===== config.mk =====
export PLATFORM = sky130hd
export DESIGN_NAME = gnno_cell
export DESIGN_NICKNAME = d
export VERILOG_FILES = /design/src/hw/rtl/gnno_pkg.sv /design/src/hw/rtl/gnno_cell.sv
export SDC_FILE = /design/constraint.sdc
export NUM_CORES = 1
export LEC_CHECK = 0
export BUFFER_PORTS_ARGS = -buffer_cell sky130_fd_sc_hd__buf_4
export CORE_MARGIN = 2
export CORE_UTILIZATION = 25
export DETAILED_ROUTE_END_ITERATION = 10
export GPL_TIMING_DRIVEN = 0
export MAX_ROUTING_LAYER = met4
export PLACE_DENSITY = 0.52
export SETUP_SLACK_MARGIN = 0.5
export SLEW_MARGIN = 30
export SYNTH_ARGS = -nofsm -noshare
export SYNTH_HDL_FRONTEND = slang
export SYNTH_SLANG_ARGS = --single-unit

===== constraint.sdc =====
create_clock -name clk -period 2.1 [get_ports clk]
set_input_delay 0.42 -clock clk [delete_from_list [all_inputs] [get_ports clk]]
set_output_delay 0.42 -clock clk [all_outputs]
set_load 0.1 [all_outputs]

===== src/hw/rtl/gnno_pkg.sv =====
// ----------------------------------------------------------------------------
// gnno_pkg
// Shared types and constants for the greedy nearest-neighbor ordering block.
// ----------------------------------------------------------------------------
package gnno_pkg;

    localparam int COORD_W = 20;
    localparam int ID_W    = 6;
    localparam int POS_W   = 6;
    localparam int ABS_W   = COORD_W + 1;
    localparam int SQ_W    = 2 * ABS_W;
    localparam int SUM_W   = SQ_W + 2;

    typedef logic signed [COORD_W-1:0] coord_t;
    typedef logic [ABS_W-1:0]          absd_t;
    typedef logic [SQ_W-1:0]           sq_t;
    typedef logic [SUM_W-1:0]          dist_t;

    typedef struct packed {
        coord_t x;
        coord_t y;
        coord_t z;
    } coord3_t;

    // input request
    typedef struct packed {
        logic [ID_W-1:0] boson_id;
        coord_t          pos_x;
        coord_t          pos_y;
        coord_t          pos_z;
        coord_t          next_x;
        coord_t          next_y;
        coord_t          next_z;
        logic            last;
    } item_t;

    // output request
    typedef struct packed {
        logic [POS_W-1:0] position;
        logic [ID_W-1:0]  boson_id_res;
        logic             last_res;
    } order_t;

    // one particle as held in a cell
    typedef struct packed {
        logic [ID_W-1:0] id;
        coord3_t         pos;
        coord3_t         nxt;
    } particle_t;

    typedef struct packed {
        particle_t p;
        logic      valid;
        logic      taken;
    } cell_t;

    // |a - b| of two signed coordinates, exact
    function automatic absd_t abs_diff(coord_t a, coord_t b);
        logic signed [ABS_W-1:0] d;
        absd_t                   r;
        d = {a[COORD_W-1], a} - {b[COORD_W-1], b};
        r = d[ABS_W-1] ? (~d + 1'b1) : d;
        return r;
    endfunction

endpackage


===== src/hw/rtl/gnno_cell.sv =====
// ----------------------------------------------------------------------------
// gnno_cell
// One ring cell: holds one particle with its valid and taken flags.
// ----------------------------------------------------------------------------
module gnno_cell (
    input  logic               clk,
    input  logic               rst_n,
    input  logic               clear,
    input  logic               load_en,
    input  gnno_pkg::particle_t load_data,
    input  logic               shift_en,
    input  gnno_pkg::cell_t    shift_in,
    input  logic               set_taken,
    output gnno_pkg::cell_t    state
);
    import gnno_pkg::*;

    logic      valid_reg;
    logic      taken_reg;
    particle_t p_reg;

    // flags
    always_ff @(posedge clk or negedge rst_n)
    begin
        if (!rst_n)
        begin
            valid_reg <= 1'b0;
            taken_reg <= 1'b0;
        end
        else if (clear)
        begin
            valid_reg <= 1'b0;
            taken_reg <= 1'b0;
        end
        else if (load_en)
        begin
            valid_reg <= 1'b1;
            taken_reg <= 1'b0;
        end
        else if (shift_en)
        begin
            valid_reg <= shift_in.valid;
            taken_reg <= shift_in.taken;
        end
        else if (set_taken)
        begin
            taken_reg <= 1'b1;
        end
    end

    // payload
    always_ff @(posedge clk)
    begin
        if (load_en)
        begin
            p_reg <= load_data;
        end
        else if (shift_en)
        begin
            p_reg <= shift_in.p;
        end
    end

    assign state.p     = p_reg;
    assign state.valid = valid_reg;
    assign state.taken = taken_reg;

endmodule


==> results.toml <==
[run_status]
status = "completed"

[logic_synthesis]
synth_top_family_by_area = "multiplexers"
netlist_top_cells_area = "edfxtp_1, mux2_2, buf_6"
synth_area_mm2 = 0.005468
avgSynthCellArea_um2 = 19.74
synthSimpleGateAreaFrac_pct = 0.2059
synth_mux_area_share_pct = 26.13
netlist.area_leader.share_pct = 69.20
ys_seq_area_share_pct = 70.11
ys_types = 12
synth_fa_ha_area_share_pct = 0
synth_compound_area_share_pct = 0.3661
synth.net_count = 537
synth_xor_area_share_pct = 0
synth_area_leader_cell = "edfxtp_1"
yosys_warnings = 0
ys_seq_elements = 128
synthCells = 277

[setup_path]
path_max_fanout = 2
crit_path_end_kind = "primary output"
start_kind = "flop"
crit_type = "flop to primary output"
arrival_ns = 1.13
critPathRequiredTime_ns = 1.68

[drt]
wl_per_cell_um = 17.54
first_pass_iters = 4
drt-total-wl_um = 17160
via_per_inst = 4.136
via_count = 4045
ant_nets = 0
drcViolationCount = 0
drt-initial-drc-count = 135

[die]
start_util_pct = 25.29
num_io_pins = 388
core_mm2 = 0.02162
die_h_um = 151.9
die-area_mm2 = 0.02307
chipWidth_um = 151.9
rows = 54

[cells_and_area]
largest_register_ffs = 126
area.growth.synth_to_final_pct = 72.56
nNetsFinal = 945
finalNonFillerCells = 978
drive_gt1_share_pct = 80.37
antenna_cells = 0
num-fill-cells = 2004
stdcell_area_mm2 = 0.009435

[timing]
skew_ns = 0
rsz0062_at_grt = "false"
setup_violations = 0
finalMaxSlewViolations = 0
period_minus_slack_ns = 1.550
fin_crit_sh_pct = 73.82
max_freq_mhz = 645.0
worst_pin_slew_ns = 0.5796
slew_headroom_pct = 61.36
hold_viol_final = 0

[clock_tree]
worstSkewPairLatency_ns = 0.40
cts_inserted_buffers = 17
clock-sinks = 128
clk_pin_slew_ns = 0.05
cts_root_buf = "clkbuf_16"
htreeDepth = 4
post-cts-setup-buffers = 0
clk_path_buf_depth = 2
cts_tree = "done"

[grt]
grt_util_all_layers_pct = 14.95
antenna_found_initial = 0
grt_pass1_vias = 4540
grt_remaining_overflow = 0
grt_max_degree = 47
grt_pass1_wl_um = 25240

[placement]
gp_congestion = 0.7974
dp_hpwl_um = 13320
dp.cells = 945
io_buffers = 386
place_area_mm2 = 0.008778

[power_and_ir_drop]
power-per-cell-area_mw_per_mm2 = 1027
peakVddDrop_v = 0.0004829
power_leakage_nw = 4.106

[flow_run]
maxCapViolCount = 0

[min_path]
hp-class = "primary input to flop"
-- Yosys cell counts --
master,count
dfrtp_1,2
or2_2,1
mux2_2,126
edfxtp_1,126
a21oi_1,1
nor3_1,1
a2111oi_2,1
buf_4,2
inv_1,2
mux2i_1,1
buf_2,1
buf_6,13
-- worst max-delay path, cell delays in order (launching register included) --
cell and delay [ns]:
dfrtp_1 0.37, buf_4 0.13, buf_4 0.22
-- area by class of cell --
type	instances	area, um2	area share [%]
clock inverters	14	214.0	2.268
well taps	280	350.3	3.713
repair buffers	389	2959	31.36
multi-input cells	131	1463	15.50
plain buffers	16	178.9	1.896
clock buffers	18	429.2	4.548
flip-flops and latches	128	3834	40.63
inverters	2	7.507	0.07957
-- placed cells by master (no fill, tap or decap), types with 4 or more instances in the layout --
cell type and n:
bufinv_16 5, buf_6 12, buf_4 387, mux2_2 126, edfxtp_1 126, clkinvlp_4 4, clkbuf_16 17
-- layer usage --
| layer | wire, um | up-vias | global-route usage, % |
|---|---|---|---|
| met1 | 6352 | 1883 | 15.90 |
| met5 | 0 | - | - |
| li1 | - | 1912 | - |
| met2 | 9176 | 227 | 26.30 |
| met4 | 392 | 0 | 6.008 |
| met3 | 1236 | 23 | 4.107 |
-- logic make-up after synthesis --
group	after synthesis
buffers and inverters	18
muxes	127
AOI/OAI and AO/OA	2
DFF	128
and+or+nand+nor	2
-- per-stage QoR --
step,setup slack [ns],hold slack [ns],total power [mW],utilization (%),setup TNS (ns)
final,0.5497,0.1918,9.689,43.64,0
after global placement,-0.3939,0.2031,6.484,40.38,-48.10
after detailed placement,0.2003,0.2066,6.510,40.60,0
after floorplan,0.08565,0.1244,5.603,-,0
after CTS,0.5049,0.1658,9.803,43.62,0
after global routing,0.5111,0.1733,9.982,43.64,0
-- final timing paths --
check	end	start	cells past startpoint	slack [ns]
worst max-delay path	state[0]	taken_reg	2	0.55
worst min-delay path	valid_reg	clear	2	0.19
worst max register to register	taken_reg	taken_reg	2	1.29
worst min register to register	valid_reg	valid_reg	2	0.61
max in group asynchronous	valid_reg	rst_n	2	1.66
min in group asynchronous	taken_reg	rst_n	2	0.36
-- what timing repair did --
| action | in CTS | in global routing |
|---|---|---|
| hold buffers | 1 | 0 |
| hold endpoints to repair | 2 | 0 |
| endpoints found under the setup margin | 0 | 1 |
| gates resized for setup | 0 | 1 |
-- report_power, final --
| part | internal, mW | leakage (nW) | total (mW) | switching, mW |
|---|---|---|---|---|
| logic | 0.849 | 2.50 | 3.23 | 2.38 |
| registers | 3.13 | 1.31 | 3.21 | 0.0806 |
| clock network | 2.11 | 0.298 | 3.25 | 1.14 |
Power figures use the tool's default switching activity.
