**config.mk**
```make
export PLATFORM = sky130hd
export DESIGN_NAME = gnno_dist
export DESIGN_NICKNAME = d
export VERILOG_FILES = /design/src/hw/rtl/gnno_pkg.sv /design/src/hw/rtl/gnno_dist.sv
export SDC_FILE = /design/constraint.sdc
export NUM_CORES = 2
export LEC_CHECK = 0
export BUFFER_PORTS_ARGS = -buffer_cell sky130_fd_sc_hd__buf_4
export CAP_MARGIN = 20
export CORE_MARGIN = 3
export CORE_UTILIZATION = 58
export CTS_BUF_LIST = sky130_fd_sc_hd__clkbuf_16
export CTS_CLUSTER_DIAMETER = 30
export DETAILED_ROUTE_END_ITERATION = 10
export PLACE_DENSITY = 0.79
export SLEW_MARGIN = 40
export SYNTH_ARGS = -nofsm -noshare
export SYNTH_HDL_FRONTEND = slang
export SYNTH_SLANG_ARGS = --single-unit
```
**constraint.sdc**
```tcl
create_clock -name clk -period 7.3 [get_ports clk]
set_clock_uncertainty 0.05 [all_clocks]
set_input_delay 1.095 -clock clk [delete_from_list [all_inputs] [get_ports clk]]
set_output_delay 1.095 -clock clk [all_outputs]
set_load 0.005 [all_outputs]
```
**src/hw/rtl/gnno_pkg.sv**
```systemverilog
// ----------------------------------------------------------------------------
// gnno_pkg
// Shared types and constants for the greedy nearest-neighbor ordering block.
// ----------------------------------------------------------------------------
package gnno_pkg;

    localparam int COORD_W = 20;
    localparam int ID_W    = 6;
    localparam int POS_W   = 6;
    localparam int ABS_W   = COORD_W + 1;
    localparam int SQ_W    = 2 * ABS_W;
    localparam int SUM_W   = SQ_W + 2;

    typedef logic signed [COORD_W-1:0] coord_t;
    typedef logic [ABS_W-1:0]          absd_t;
    typedef logic [SQ_W-1:0]           sq_t;
    typedef logic [SUM_W-1:0]          dist_t;

    typedef struct packed {
        coord_t x;
        coord_t y;
        coord_t z;
    } coord3_t;

    // input request
    typedef struct packed {
        logic [ID_W-1:0] boson_id;
        coord_t          pos_x;
        coord_t          pos_y;
        coord_t          pos_z;
        coord_t          next_x;
        coord_t          next_y;
        coord_t          next_z;
        logic            last;
    } item_t;

    // output request
    typedef struct packed {
        logic [POS_W-1:0] position;
        logic [ID_W-1:0]  boson_id_res;
        logic             last_res;
    } order_t;

    // one particle as held in a cell
    typedef struct packed {
        logic [ID_W-1:0] id;
        coord3_t         pos;
        coord3_t         nxt;
    } particle_t;

    typedef struct packed {
        particle_t p;
        logic      valid;
        logic      taken;
    } cell_t;

    // |a - b| of two signed coordinates, exact
    function automatic absd_t abs_diff(coord_t a, coord_t b);
        logic signed [ABS_W-1:0] d;
        absd_t                   r;
        d = {a[COORD_W-1], a} - {b[COORD_W-1], b};
        r = d[ABS_W-1] ? (~d + 1'b1) : d;
        return r;
    endfunction

endpackage

```
**src/hw/rtl/gnno_dist.sv**
```systemverilog
// ----------------------------------------------------------------------------
// gnno_dist
// Three-stage squared distance unit: abs diff, square, sum. Tags ride along.
// ----------------------------------------------------------------------------
module gnno_dist #(
    parameter int DIMS  = 3,
    parameter int IDX_W = 6
) (
    input  logic                      clk,
    input  logic                      rst_n,
    input  logic                      feed_vld,
    input  logic [IDX_W-1:0]          feed_slot,
    input  gnno_pkg::particle_t       feed_p,
    input  gnno_pkg::coord3_t         cur_pos,
    output logic                      d_vld,
    output gnno_pkg::dist_t           d_val,
    output logic [IDX_W-1:0]          d_slot,
    output logic [gnno_pkg::ID_W-1:0] d_id,
    output gnno_pkg::coord3_t         d_pos
);
    import gnno_pkg::*;

    logic             vld_reg [3];
    logic [IDX_W-1:0] slot_reg [3];
    logic [ID_W-1:0]  id_reg [3];
    coord3_t          pos_reg [3];
    absd_t            ad_reg [3];
    sq_t              sq_reg [3];
    dist_t            sum_reg;
    absd_t            ad_next [3];

    // per-axis difference, unused axes forced to zero
    always_comb
    begin
        ad_next[0] = abs_diff(cur_pos.x, feed_p.nxt.x);
        ad_next[1] = (DIMS > 1) ? abs_diff(cur_pos.y, feed_p.nxt.y) : '0;
        ad_next[2] = (DIMS > 2) ? abs_diff(cur_pos.z, feed_p.nxt.z) : '0;
    end

    // valid chain
    always_ff @(posedge clk or negedge rst_n)
    begin
        if (!rst_n)
        begin
            vld_reg[0] <= 1'b0;
            vld_reg[1] <= 1'b0;
            vld_reg[2] <= 1'b0;
        end
        else
        begin
            vld_reg[0] <= feed_vld;
            vld_reg[1] <= vld_reg[0];
            vld_reg[2] <= vld_reg[1];
        end
    end

    // datapath
    always_ff @(posedge clk)
    begin
        slot_reg[0] <= feed_slot;
        id_reg[0]   <= feed_p.id;
        pos_reg[0]  <= feed_p.pos;
        for (int a = 0; a < 3; a++)
        begin
            ad_reg[a] <= ad_next[a];
            sq_reg[a] <= ad_reg[a] * ad_reg[a];
        end
        slot_reg[1] <= slot_reg[0];
        id_reg[1]   <= id_reg[0];
        pos_reg[1]  <= pos_reg[0];
        sum_reg     <= SUM_W'(sq_reg[0]) + SUM_W'(sq_reg[1]) + SUM_W'(sq_reg[2]);
        slot_reg[2] <= slot_reg[1];
        id_reg[2]   <= id_reg[1];
        pos_reg[2]  <= pos_reg[1];
    end

    assign d_vld  = vld_reg[2];
    assign d_val  = sum_reg;
    assign d_slot = slot_reg[2];
    assign d_id   = id_reg[2];
    assign d_pos  = pos_reg[2];

endmodule

```
==> flow_summary.yaml <==
final_layout:
  fillerInstances: 6930
  area_growth_pct: 13.9
  multi_input_area_um2: 39000
  drive_gt1_share_pct: 12.5
  fin_nets: 7665
  diodes: 0
  register_area_um2: 9080
  largest_register_ffs: 180
timing:
  tightest_slew_ns: 0.752
  finalMaxSlewViolations: 0
  fin_crit_sh_pct: 97.0
  setup_viol: 0
  period_needed_ns: 7.08
  clock.fmax_mhz: 141
  slew_headroom_pct: 49.8
  hold_viol: 0
  hold-worst-slack_ns: 0.146
critical_path:
  r2r_end: "sq_reg[0][124]"
  crit_path_max_incr_delay_ns: 0.53
  critical_path_required_ns: 7.84
  path_buf_inv: 8
  cp-end-kind: "flip-flop"
  path_class: "reg -> reg"
  rr_startpoint: "ad_reg[0][47]"
  startpoint: "ad_reg[0][47]"
  cpMaxStageDelayCell: "fa_1"
  startpoint_type: "flip-flop"
  crit_arrival_ns: 7.63
  crit_family: "adder cells"
  crit_fanout: 7
  rr_worst_depth: 26
  crit_top_cell: "inv_1"
  r2r_slack_ns: 0.22
die:
  start_util_pct: 58.6
  io_pins: 312
  die_area_um2: 96500
  die_h_um: 311
  die-width_um: 311
  design.core.area_um2: 91800
  rows: 111
grt:
  grt_pass1_vias: 41601
  grt_pass1_wl_um: 201000
  antenna_found_initial: 0
  grt_max_degree: 22
  overflow: 0
  grtUsageTotal_pct: 25.3
cts:
  cts_tree: "built"
  clk_latency_ns: 0.67
  cts.clk_slew.worst_paths_ns: 0.06
  clkSinkCount: 449
  cts-root-buf: "clkbuf_16"
  htree_levels: 3
  numCtsBuffers: 87
  clock_path_buffers: 3
logic_synthesis:
  synth_area_leader_cell: "fa_1"
  synth_edf_count: 0
  ys.flop_type: "dfxtp_1"
  avgSynthCellArea_um2: 9.64
  syn_inst: 5583
  yosys_warnings: 0
  synth.area.top_cells: "fa_1, dfxtp_1, ha_1"
  netlist_area_um2: 53800
  synth_cell_types: 86
  synth-async-reset-ratio_pct: 0.668
  yosysSeqAreaShare_pct: 16.7
  ys_ff_latch: 449
  yosysTopAreaCellShare_pct: 36.3
detailed_routing:
  wl_per_cell_um: 16.2
  ant_nets: 0
  vias_per_cell: 5.23
  drc: 0
  first_pass_iters: 5
  finalWirelength_um: 118000
  drt_iter0_drc: 2118
  via_count: 37943
hold_path:
  hp-class: "in -> async"
outcome:
  status: "finished clean"
run:
  max-cap-violations: 0
place:
  gp_congestion: 0.908
  portBuffers: 311
  hpwl_um: 97700
==> logic make-up (layout without fill, tap and decap cells) <==
| group | after synthesis | in the layout | synth area share [%] |
|---|---|---|---|
| AND/OR/NAND/NOR | 1178 | 1178 | 10.7 |
| buffers and inverters | 1528 | 1950 | 11.2 |
| AO/OA/AOI/OAI | 603 | 603 | 7.35 |
| adder cells (fa/ha/maj) | 1537 | 1537 | 49.3 |
| multiplexers | 8 | 8 | 0.163 |
| XOR/XNOR | 279 | 279 | 4.54 |
| other | 1 | 3 | 0.00696 |
| flip-flops | 449 | 449 | 16.7 |
==> timing repair <==
action | 4_1_cts | 5_1_grt
hold buffers | 0 | 0
pin swaps | 0 | 21
setup buffers | 0 | 8
endpoints found under the setup margin | 5 | 28
resized for setup | 7 | 116
==> Yosys cell counts, types with 4 or more instances <==
master,count
inv_1,1310
fa_1,975
ha_1,562
nand2_1,450
dfxtp_1,446
and2_1,278
nor2_1,186
xnor2_1,182
a21oi_1,180
clkbuf_1,139
o21ai_0,108
xor2_1,97
a21o_1,94
buf_4,72
nand3_1,52
nor2b_1,50
nor3_1,33
nand2b_1,24
a31oi_1,22
o21bai_1,22
a211oi_1,21
and3_1,20
o21a_1,19
nand4_1,18
o31ai_1,15
or2_2,15
o211ai_1,14
or3_1,14
nand3b_1,9
o41ai_1,9
a221oi_1,8
a211o_1,7
a21boi_0,7
o21ai_1,7
o22ai_1,7
o31a_1,7
a311oi_1,6
buf_2,6
mux2_2,6
nor4_1,5
a21oi_2,4
and4_1,4
or4_1,4
==> worst max-delay path by stage <==
| stage | to | cells past startpoint |
|---|---|---|
| floorplan | sq_reg[0][83] | 26 |
| global placement | sq_reg[0][124] | 24 |
| detailed placement | sq_reg[0][124] | 24 |
| CTS | sq_reg[0][124] | 24 |
| global route | sq_reg[0][122] | 28 |
| finish | sq_reg[0][124] | 26 |
==> stage by stage <==
stage	cells	setup slack [ns]	utilization, %	TNS, ns	instance area, um2
global placement	7079	0.0184	63.0	0	57800
CTS	7242	-0.0102	66.4	-0.0102	60900
global route	7250	-0.0279	66.8	-0.0659	61300
floorplan	5585	0.0322	-	0	53800
detailed placement	7079	-0.0999	63.0	-0.136	57800
finish	7250	0.216	66.8	0	61300
==> placed cells by master (no fill, tap or decap), types with 8 or more instances in the layout <==
cell type   count
o21ai_0        99
nand2_1       447
clkbuf_16      87
o211ai_1       14
xor2_1         97
or3_1          14
dfxtp_1       410
dfxtp_4        14
bufinv_16      13
o21bai_1       22
nor2b_1        50
o21a_1         19
a21oi_2         8
dfxtp_2        22
fa_1          968
nand2b_1       24
inv_1        1323
and3_1         20
buf_4         466
a211oi_1       18
clkinv_2       14
nand4_1        18
clkinv_1        9
or2_2          15
nand3_1        52
nor3_1         32
a31oi_1        20
o31ai_1        15
clkinvlp_4      9
nor2_1        184
a21oi_1       176
and2_1        271
nand3b_1        9
buf_6           8
o41ai_1         9
xnor2_1       182
a21o_1         94
o21ai_1        14
ha_1          558
==> layer usage <==
layer | routed length [um] | vias to the layer above | GRT usage [%]
li1 | - | 17693 | -
met1 | 47400 | 18811 | 31.9
met2 | 59000 | 1154 | 44.1
met3 | 6320 | 285 | 3.46
met4 | 4930 | 0 | 10.4
met5 | 0 | - | 0
==> final cells by class <==
cell class                      instances  share of cell area (%)
Clock inverter                         76                    1.46
Multi-Input combinational cell       3608                    63.7
Clock buffer                           87                    3.55
Timing Repair Buffer                  477                    5.93
Tap cell                             1243                    2.54
Inverter                             1310                    8.03
Sequential cell                       449                    14.8
Power is not shown: default switching activity piles up to over one toggle a cycle in this logic, so the estimate is an artifact.
